===== src/hw/rtl/gurp_pkg.sv =====
`timescale 1ns / 1ps

package gurp_pkg;

   // Chunk store geometry
   localparam int CHUNK_BYTES = 32;
   localparam int CHUNK_AW    = $clog2(CHUNK_BYTES);
   localparam int FILL_W      = $clog2(CHUNK_BYTES + 1);

   // Field widths
   localparam int OP_W    = 2;
   localparam int PIX_W   = 8;
   localparam int BYTE_W  = 8;
   localparam int CFG_W   = 4;
   localparam int CODE_W  = 9;
   localparam int WIN_W   = 16;
   localparam int WCNT_W  = 5;

   // Operation codes
   localparam logic [OP_W-1:0] OP_START  = 2'd0;
   localparam logic [OP_W-1:0] OP_PIXEL  = 2'd1;
   localparam logic [OP_W-1:0] OP_FINISH = 2'd2;

   // pixel_bits value that selects one-bit mode, and the pixel_bits reset value
   localparam logic [CFG_W-1:0] PIX_BITS_ONE   = 4'd1;
   localparam logic [CFG_W-1:0] PIX_BITS_RESET = 4'd8;

   // Code parameters per mode
   localparam logic [BYTE_W-1:0] MIN_SIZE_1 = 8'd2;
   localparam logic [BYTE_W-1:0] MIN_SIZE_8 = 8'd8;
   localparam logic [CODE_W-1:0] CLEAR_1    = 9'd4;
   localparam logic [CODE_W-1:0] CLEAR_8    = 9'd256;
   localparam logic [CODE_W-1:0] END_1      = 9'd5;
   localparam logic [CODE_W-1:0] END_8      = 9'd257;
   localparam logic [WCNT_W-1:0] LEN_1      = 5'd3;
   localparam logic [WCNT_W-1:0] LEN_8      = 5'd9;

   localparam logic [BYTE_W-1:0] TERMINATOR = 8'd0;

endpackage


===== src/hw/rtl/gif_uncompressed_raster_packer.sv =====
`timescale 1ns / 1ps

// GIF image-data stream packer without real compression.
//
// Input channel (req_): one transfer per command. req_tuser carries the
// operation (start, pixel, finish), req_tdata the pixel value. The block is
// ready only while its sequencer is idle; one command is worked at a time.
// Result channel (rsp_): one transfer per stream byte, rsp_tlast marks the
// final byte produced by a command. A registered output stage holds each
// byte; the sequencer stalls while that stage is full and not taken.
// csr_wen/csr_wdata write pixel_bits (1 = one-bit mode, else eight-bit).
//
// One shared pack/shift unit loads each code into a 16-bit bit window, then
// peels one byte per cycle into the 32-entry chunk store until under 8 bits
// are left or the chunk fills. Start sends the minimum code size byte; pixel
// packs the pixel code, then the clear code; finish packs the end code, stores
// any partial byte, then sends the last chunk and the terminator. Each chunk
// goes as its length byte, then its bytes (registered read, then output load).
// Reset: sequencer idle, window and fill cleared, pixel_bits = 8, output
// stage empty. The chunk store needs no clearing: only bytes of the current
// chunk are read back.

module gif_uncompressed_raster_packer (
   input  logic       clock,
   input  logic       reset,
   // input channel
   input  logic       req_tvalid,
   output logic       req_tready,
   input  logic [7:0] req_tdata,   // [7:0] pixel_value
   input  logic [1:0] req_tuser,   // [1:0] operation
   // result channel
   output logic       rsp_tvalid,
   input  logic       rsp_tready,
   output logic [7:0] rsp_tdata,   // [7:0] out_byte
   output logic       rsp_tlast,   // last_of_run
   // configuration
   input  logic       csr_wen,
   input  logic [3:0] csr_wdata    // pixel_bits
);

   // sequencer states
   localparam logic [3:0] S_IDLE     = 4'd0;
   localparam logic [3:0] S_START    = 4'd1;
   localparam logic [3:0] S_PACK     = 4'd2;
   localparam logic [3:0] S_DRAIN    = 4'd3;
   localparam logic [3:0] S_FLUSH    = 4'd4;
   localparam logic [3:0] S_EMIT_LEN = 4'd5;
   localparam logic [3:0] S_EMIT_RD  = 4'd6;
   localparam logic [3:0] S_EMIT_TX  = 4'd7;
   localparam logic [3:0] S_TERM     = 4'd8;

   logic [3:0]                          state_ff, state_in;
   logic [gurp_pkg::CFG_W-1:0]          pix_bits_ff;
   logic [gurp_pkg::OP_W-1:0]           op_ff, op_in;
   logic [gurp_pkg::PIX_W-1:0]          pix_ff, pix_in;
   logic                                code_sel_ff, code_sel_in;   // 0: pixel, 1: clear
   logic                                flushing_ff, flushing_in;   // emission ends in terminator
   logic [gurp_pkg::WIN_W-1:0]          win_ff, win_in;             // bit window
   logic [gurp_pkg::WCNT_W-1:0]         cnt_ff, cnt_in;             // valid bits in window
   logic [gurp_pkg::FILL_W-1:0]         fill_ff, fill_in;           // bytes in chunk store
   logic [gurp_pkg::CHUNK_AW-1:0]       idx_ff, idx_in;             // readout index

   logic                                rsp_valid_ff;
   logic [gurp_pkg::BYTE_W-1:0]         rsp_data_ff, rsp_data_in;
   logic                                rsp_last_ff, rsp_last_in;
   logic                                rsp_load;

   // chunk store
   logic [gurp_pkg::BYTE_W-1:0]         chunk_mem [gurp_pkg::CHUNK_BYTES];
   logic [gurp_pkg::BYTE_W-1:0]         rd_q_ff;
   logic                                store_en;

   logic                                out_free;
   logic                                one_bit;
   logic [gurp_pkg::BYTE_W-1:0]         min_size;
   logic [gurp_pkg::CODE_W-1:0]         clear_code, end_code, code;
   logic [gurp_pkg::WCNT_W-1:0]         code_len;
   logic [gurp_pkg::PIX_W-1:0]          pix_used;
   logic [gurp_pkg::FILL_W-1:0]         fill_inc;
   logic [gurp_pkg::FILL_W-1:0]         idx_inc;

   assign out_free   = !rsp_valid_ff || rsp_tready;
   assign req_tready = (state_ff == S_IDLE);

   assign one_bit    = (pix_bits_ff == gurp_pkg::PIX_BITS_ONE);
   assign min_size   = one_bit ? gurp_pkg::MIN_SIZE_1 : gurp_pkg::MIN_SIZE_8;
   assign clear_code = one_bit ? gurp_pkg::CLEAR_1 : gurp_pkg::CLEAR_8;
   assign end_code   = one_bit ? gurp_pkg::END_1 : gurp_pkg::END_8;
   assign code_len   = one_bit ? gurp_pkg::LEN_1 : gurp_pkg::LEN_8;
   assign pix_used   = one_bit ? {{(gurp_pkg::PIX_W-1){1'b0}}, pix_ff[0]} : pix_ff;

   // code fed to the shared pack unit
   always_comb begin
      if (op_ff == gurp_pkg::OP_FINISH) begin
         code = end_code;
      end else if (code_sel_ff) begin
         code = clear_code;
      end else begin
         code = {{(gurp_pkg::CODE_W-gurp_pkg::PIX_W){1'b0}}, pix_used};
      end
   end

   assign fill_inc = fill_ff + gurp_pkg::FILL_W'(1);
   assign idx_inc  = gurp_pkg::FILL_W'(idx_ff) + gurp_pkg::FILL_W'(1);

   // sequencer
   always_comb begin
      state_in    = state_ff;
      op_in       = op_ff;
      pix_in      = pix_ff;
      code_sel_in = code_sel_ff;
      flushing_in = flushing_ff;
      win_in      = win_ff;
      cnt_in      = cnt_ff;
      fill_in     = fill_ff;
      idx_in      = idx_ff;
      rsp_load    = 1'b0;
      rsp_data_in = rsp_data_ff;
      rsp_last_in = rsp_last_ff;
      store_en    = 1'b0;

      case (state_ff)
         S_IDLE: begin
            if (req_tvalid) begin
               op_in       = req_tuser;
               pix_in      = req_tdata;
               code_sel_in = 1'b0;
               flushing_in = 1'b0;
               case (req_tuser)
                  gurp_pkg::OP_START:  state_in = S_START;
                  gurp_pkg::OP_PIXEL:  state_in = S_PACK;
                  gurp_pkg::OP_FINISH: state_in = S_PACK;
                  default:             state_in = S_IDLE;   // unused code: no effect
               endcase
            end
         end
         S_START: begin
            if (out_free) begin
               rsp_load    = 1'b1;
               rsp_data_in = min_size;
               rsp_last_in = 1'b1;
               win_in      = '0;
               cnt_in      = '0;
               fill_in     = '0;
               state_in    = S_IDLE;
            end
         end
         S_PACK: begin
            // window holds fewer than 8 bits here, so the code always fits
            win_in   = win_ff | (gurp_pkg::WIN_W'(code) << cnt_ff[2:0]);
            cnt_in   = cnt_ff + code_len;
            state_in = S_DRAIN;
         end
         S_DRAIN: begin
            if (cnt_ff >= gurp_pkg::WCNT_W'(8)) begin
               store_en = 1'b1;
               win_in   = win_ff >> 8;
               cnt_in   = cnt_ff - gurp_pkg::WCNT_W'(8);
               fill_in  = fill_inc;
               if (fill_inc == gurp_pkg::FILL_W'(gurp_pkg::CHUNK_BYTES)) begin
                  state_in = S_EMIT_LEN;
               end
            end else if (op_ff == gurp_pkg::OP_FINISH) begin
               state_in = S_FLUSH;
            end else if (!code_sel_ff) begin
               code_sel_in = 1'b1;
               state_in    = S_PACK;
            end else begin
               state_in = S_IDLE;
            end
         end
         S_FLUSH: begin
            flushing_in = 1'b1;
            win_in      = '0;
            cnt_in      = '0;
            if (cnt_ff != '0) begin
               store_en = 1'b1;
               fill_in  = fill_inc;
               state_in = S_EMIT_LEN;
            end else if (fill_ff != '0) begin
               state_in = S_EMIT_LEN;
            end else begin
               state_in = S_TERM;
            end
         end
         S_EMIT_LEN: begin
            if (out_free) begin
               rsp_load    = 1'b1;
               rsp_data_in = gurp_pkg::BYTE_W'(fill_ff);
               rsp_last_in = 1'b0;
               idx_in      = '0;
               state_in    = S_EMIT_RD;
            end
         end
         S_EMIT_RD: begin
            state_in = S_EMIT_TX;   // store read lands in rd_q_ff
         end
         S_EMIT_TX: begin
            if (out_free) begin
               rsp_load    = 1'b1;
               rsp_data_in = rd_q_ff;
               rsp_last_in = (idx_inc == fill_ff) && (op_ff == gurp_pkg::OP_PIXEL);
               idx_in      = idx_inc[gurp_pkg::CHUNK_AW-1:0];
               if (idx_inc == fill_ff) begin
                  fill_in  = '0;
                  state_in = flushing_ff ? S_TERM : S_DRAIN;
               end else begin
                  state_in = S_EMIT_RD;
               end
            end
         end
         S_TERM: begin
            if (out_free) begin
               rsp_load    = 1'b1;
               rsp_data_in = gurp_pkg::TERMINATOR;
               rsp_last_in = 1'b1;
               flushing_in = 1'b0;
               state_in    = S_IDLE;
            end
         end
         default: begin
            state_in = S_IDLE;
         end
      endcase
   end

   // control and window registers
   always_ff @(posedge clock) begin
      if (reset) begin
         state_ff     <= S_IDLE;
         code_sel_ff  <= 1'b0;
         flushing_ff  <= 1'b0;
         win_ff       <= '0;
         cnt_ff       <= '0;
         fill_ff      <= '0;
         idx_ff       <= '0;
         rsp_valid_ff <= 1'b0;
      end else begin
         state_ff    <= state_in;
         code_sel_ff <= code_sel_in;
         flushing_ff <= flushing_in;
         win_ff      <= win_in;
         cnt_ff      <= cnt_in;
         fill_ff     <= fill_in;
         idx_ff      <= idx_in;
         if (rsp_load) begin
            rsp_valid_ff <= 1'b1;
         end else if (rsp_tready) begin
            rsp_valid_ff <= 1'b0;
         end
      end
   end

   // configuration register
   always_ff @(posedge clock) begin
      if (reset) begin
         pix_bits_ff <= gurp_pkg::PIX_BITS_RESET;
      end else if (csr_wen) begin
         pix_bits_ff <= csr_wdata;
      end
   end

   // payload registers
   always_ff @(posedge clock) begin
      op_ff       <= op_in;
      pix_ff      <= pix_in;
      rsp_data_ff <= rsp_data_in;
      rsp_last_ff <= rsp_last_in;
   end

   // chunk store: one write port, one registered read port
   always_ff @(posedge clock) begin
      if (store_en) begin
         chunk_mem[fill_ff[gurp_pkg::CHUNK_AW-1:0]] <= win_ff[7:0];
      end
      rd_q_ff <= chunk_mem[idx_ff];
   end

   assign rsp_tvalid = rsp_valid_ff;
   assign rsp_tdata  = rsp_data_ff;
   assign rsp_tlast  = rsp_last_ff;

`ifndef SYNTHESIS
   // chunk store never overfills
   a_fill_bound: assert property (@(posedge clock) disable iff (reset)
      fill_ff <= gurp_pkg::FILL_W'(gurp_pkg::CHUNK_BYTES))
      else $error("chunk fill above chunk size");

   // a code is only loaded into a window holding a partial byte
   a_pack_room: assert property (@(posedge clock) disable iff (reset)
      (state_ff == S_PACK) |-> (cnt_ff < gurp_pkg::WCNT_W'(8)))
      else $error("bit window overflow on code load");

   // chunk readout only runs over a non-empty chunk
   a_emit_nonempty: assert property (@(posedge clock) disable iff (reset)
      ((state_ff == S_EMIT_RD) || (state_ff == S_EMIT_TX)) |-> (fill_ff != '0))
      else $error("chunk readout with empty store");

   // after the terminator the packer and store are empty
   a_term_clean: assert property (@(posedge clock) disable iff (reset)
      ((state_ff == S_TERM) && out_free) |=>
         ((fill_ff == '0) && (cnt_ff == '0) && rsp_tvalid && rsp_tlast))
      else $error("state left over after finish");
`endif

endmodule


===== config.mk =====
export PLATFORM = sky130hd
export DESIGN_NAME = gif_uncompressed_raster_packer
export DESIGN_NICKNAME = d
export VERILOG_FILES = /design/src/hw/rtl/gurp_pkg.sv /design/src/hw/rtl/gif_uncompressed_raster_packer.sv
export SDC_FILE = /design/constraint.sdc
export NUM_CORES = 1
export LEC_CHECK = 0
export BUFFER_PORTS_ARGS = -buffer_cell sky130_fd_sc_hd__buf_4
export CAP_MARGIN = 20
export CELL_PAD_IN_SITES_DETAIL_PLACEMENT = 0
export CELL_PAD_IN_SITES_GLOBAL_PLACEMENT = 1
export CORE_ASPECT_RATIO = 1.4
export CORE_MARGIN = 4
export CORE_UTILIZATION = 40
export DETAILED_ROUTE_END_ITERATION = 12
export GPL_TIMING_DRIVEN = 0
export PLACE_DENSITY_LB_ADDON = 0.1
export SLEW_MARGIN = 20
export SYNTH_ARGS = -nofsm -noshare
export SYNTH_HDL_FRONTEND = slang
export SYNTH_SLANG_ARGS = --single-unit

===== constraint.sdc =====
create_clock -name clock -period 2.95 [get_ports clock]
set_clock_uncertainty 0.05 [all_clocks]
set_input_delay 0.4425 -clock clock [delete_from_list [all_inputs] [get_ports clock]]
set_output_delay 0.4425 -clock clock [all_outputs]
set_load 0.02 [all_outputs]

==> results.md <==
* Status: complete, no violations
* Final core occ at 0.4769
* Delay-heaviest family, CP: multiplexers
* Die Y-Extent at 227.5 um
* Final Non-Filler Cells at 1,412
* Tot GR Track Use at 0.1953
* Switching share of power at 0.2352
* Detail Route Antenna Nets at 0
* Routed WL at 35,500 um
* Layout cells sized above 1 at 0.2758
* Worst hold path type: in -> reg
* Antenna violations before repair at 0
* Crit path top cell by count: mux4_2
* Cell Rows at 80
* Most common cell after layout, fill and taps aside: edfxtp_1
* Slowest CP cell: mux4_2
* Min cycle time layout at 2.810 ns
* Starting density of the core at 0.4046
* Pint at 8.047 mW
* Sw Pwr at 2.475 mW
* Worst Path Max Fanout at 10
* Clock power share at 0.416
* CP Buf/Inv Count at 2
* Via density at 5.548
* Sink Count at 326
* Placed cell area at 14,550 um^2
* Clk Latency, worst-skew pair at 0.51 ns
* Slew Viols, Final at 0
* DRC violations left at 0
* Register area share after synthesis at 0.6739
* First-pass GRT wire length at 53,890 um
* Crit-path cells: clkbuf_2, buf_1, mux4_2, mux4_2, mux2_2
* Worst endpoint data arrival time at 3.15 ns
* Setup-failing EPs final at 0
* R2R cell count at 5
* Post-Syn Area at 13,770 um^2
* Instance count on the critical path at 5
* Achievable clock frequency at 355.8 MHz
* Hold Path Depth at 1
* Synth unique cells at 71
* Clock Tree Root: clkbuf_16
* Fin nets at 966
* EDFF count, synth at 275
* Syn nets at 887
* Largest net degree at the start of global routing at 35
* 1st-iter DRT viols at 587
* Die Footprint at 37,500 um^2
* Relative slew slack at 0.4526
* GPL Wtd Cong at 0.8506
* Primary FF master, synth: edfxtp_1
* Startpoint Class: flip-flop
* Ys Warns at 0
* Worst Setup End Kind: flip-flop
* CP required at 3.29 ns
* Hold buffers post-CTS at 0
* Longest Clk Path Bufs at 3
* Overflow left after global routing at 0
* Mapped Avg Cell Area at 16.05 um^2
* Pre-CTS setup slack at -0.8254 ns
* Port bufs at 28
* Setup ws final at 0.1398 ns
* Leak at 5.053 nW
* CTS tree: built
* Post-DP HPWL at 25,210 um
* H-tree levels at 2
* Seq pwr share at 0.496
* Commonest cells after routing, fill and taps aside: edfxtp_1 (275), mux4_2 (80), nor2_1 (54)
* Die W at 164.8 um
* Least-Margin Pin Slew at 0.8212 ns
* # IOs at 30
* Syn Inst Count at 858
* Logic pwr share at 0.089
* Worst path max stage delay at 0.57 ns
* TNS Setup at 0 ns
* Period utilisation layout at 0.9526
* Pwr dens at 648.3 nW/um^2
* TritonCTS Buffers at 34
* Path type of the worst setup path: reg -> reg
* Placed Instances at 1,337
* Antenna cells at 0
* Cell area after layout at 16,230 um^2
* Final Hold Violating Endpoints at 0
* Async S/R FF share, synth at 0
* RSZ-0062 raised after global routing: no
* Worst VDD drop at 0.3436 mV
* #FFs+latches synth at 326
* Vias in the first global route at 8,596
* Worst-path clk slew at 0.07 ns
* Routed len/inst at 25.14 um
* First-pass detailed-route iteration total at 5
* Core Box Area at 34,030 um^2
* Layout area overhead at 17.86%
* DR vias at 7,834
* Max-cap viol count at 0
==> power by group through the flow <==
stage	logic [mW]	registers [mW]	clock network, mW
finish	0.932	5.22	4.37
global route	1.03	5.23	4.69
floorplan	0.606	5.26	0
global placement	0.898	5.30	0
detailed placement	0.900	5.31	0
CTS	0.913	5.22	4.49
==> flip-flops by register name, indices dropped and copies added (netlist names) <==
name	flops
pix_bits_ff	4
fill_ff	6
state_ff	4
rsp_tlast	1
pix_ff	8
win_ff	16
rd_q_ff	8
flushing_ff	1
op_ff	2
cnt_ff	5
rsp_tdata	8
chunk_mem	256
idx_ff	5
code_sel_ff	1
rsp_tvalid	1
==> cells by family after synthesis <==
logic type,after synthesis,share of synthesized area
DFF,326,0.6739
and+or+nand+nor,206,0.07233
AOI/OAI and AO/OA,131,0.06561
muxes,108,0.1522
buffers and inverters,70,0.02190
adders and majority gates,10,0.009632
xor gates and xnor gates,7,0.004453
==> cells in the mapped netlist (3+ instances only) <==
| cell | count | area (um^2) |
|---|---|---|
| edfxtp_1 | 275 | 8258 |
| nor2_1 | 86 | 322.8 |
| mux4_2 | 80 | 1802 |
| dfxtp_1 | 51 | 1021 |
| a21oi_1 | 34 | 170.2 |
| clkbuf_1 | 34 | 127.6 |
| nand2_1 | 33 | 123.9 |
| o21ai_0 | 23 | 115.1 |
| nand3_1 | 18 | 90.09 |
| mux2i_1 | 17 | 170.2 |
| nor3_1 | 17 | 85.08 |
| inv_1 | 15 | 56.30 |
| nor2b_1 | 12 | 75.07 |
| mux2_2 | 11 | 123.9 |
| buf_1 | 10 | 37.54 |
| ha_1 | 9 | 112.6 |
| a211oi_1 | 8 | 60.06 |
| a22o_1 | 8 | 70.07 |
| nand2b_1 | 7 | 43.79 |
| o21a_1 | 7 | 52.55 |
| and2_1 | 5 | 31.28 |
| buf_2 | 5 | 25.02 |
| nor3b_1 | 5 | 37.54 |
| a311oi_1 | 4 | 35.03 |
| a31oi_1 | 4 | 25.02 |
| nand3b_1 | 4 | 30.03 |
| o22ai_1 | 4 | 25.02 |
| xnor2_1 | 4 | 35.03 |
| a211o_1 | 3 | 26.28 |
| a21boi_0 | 3 | 22.52 |
| a21o_1 | 3 | 22.52 |
| a32o_1 | 3 | 30.03 |
| buf_4 | 3 | 22.52 |
| or3_1 | 3 | 18.77 |
| xor2_1 | 3 | 26.28 |
==> layout make-up <==
class / count / area [um^2]
Timing Repair Buffer: 44 / 417.9
Clock inverter: 23 / 256.5
Fill cell: 2951 / 17800
Tap cell: 451 / 564.3
Multi-Input combinational cell: 462 / 4502
Buffer: 53 / 244.0
Inverter: 16 / 72.57
Clock buffer: 37 / 883.3
Sequential cell: 326 / 9289
==> per-stage QoR <==
step | power (mW) | hold slack, ns
after detailed placement | 6.213 | 0.4010
after global placement | 6.199 | 0.3932
after global routing | 10.95 | 0.02867
final | 10.52 | 0.05305
after CTS | 10.63 | 0.02001
after floorplan | 5.870 | 0.3754
==> per-layer routing <==
| layer | GRT usage | vias up | routed length [um] |
|---|---|---|---|
| met5 | 0 | - | 0 |
| met4 | 0.08134 | 0 | 1441 |
| met3 | 0.02807 | 65 | 1117 |
| met2 | 0.3719 | 152 | 19780 |
| met1 | 0.2153 | 4054 | 13160 |
| li1 | - | 3563 | - |
==> repair_timing <==
| action | CTS | global route |
|---|---|---|
| setup buffers | 7 | 9 |
| setup endpoints to repair | 265 | 264 |
| pin swaps | 7 | 10 |
| resized for setup | 84 | 6 |
==> worst paths after layout <==
kind | endpoint | from | slack (ns)
max | rd_q_ff[1] | idx_ff[1] | 0.14
min | pix_ff[5] | req_tdata[5] | 0.05
max reg2reg | rd_q_ff[1] | idx_ff[1] | 0.14
min reg2reg | win_ff[9] | win_ff[9] | 0.42
No activity file was read; power rests on OpenSTA's default activity.
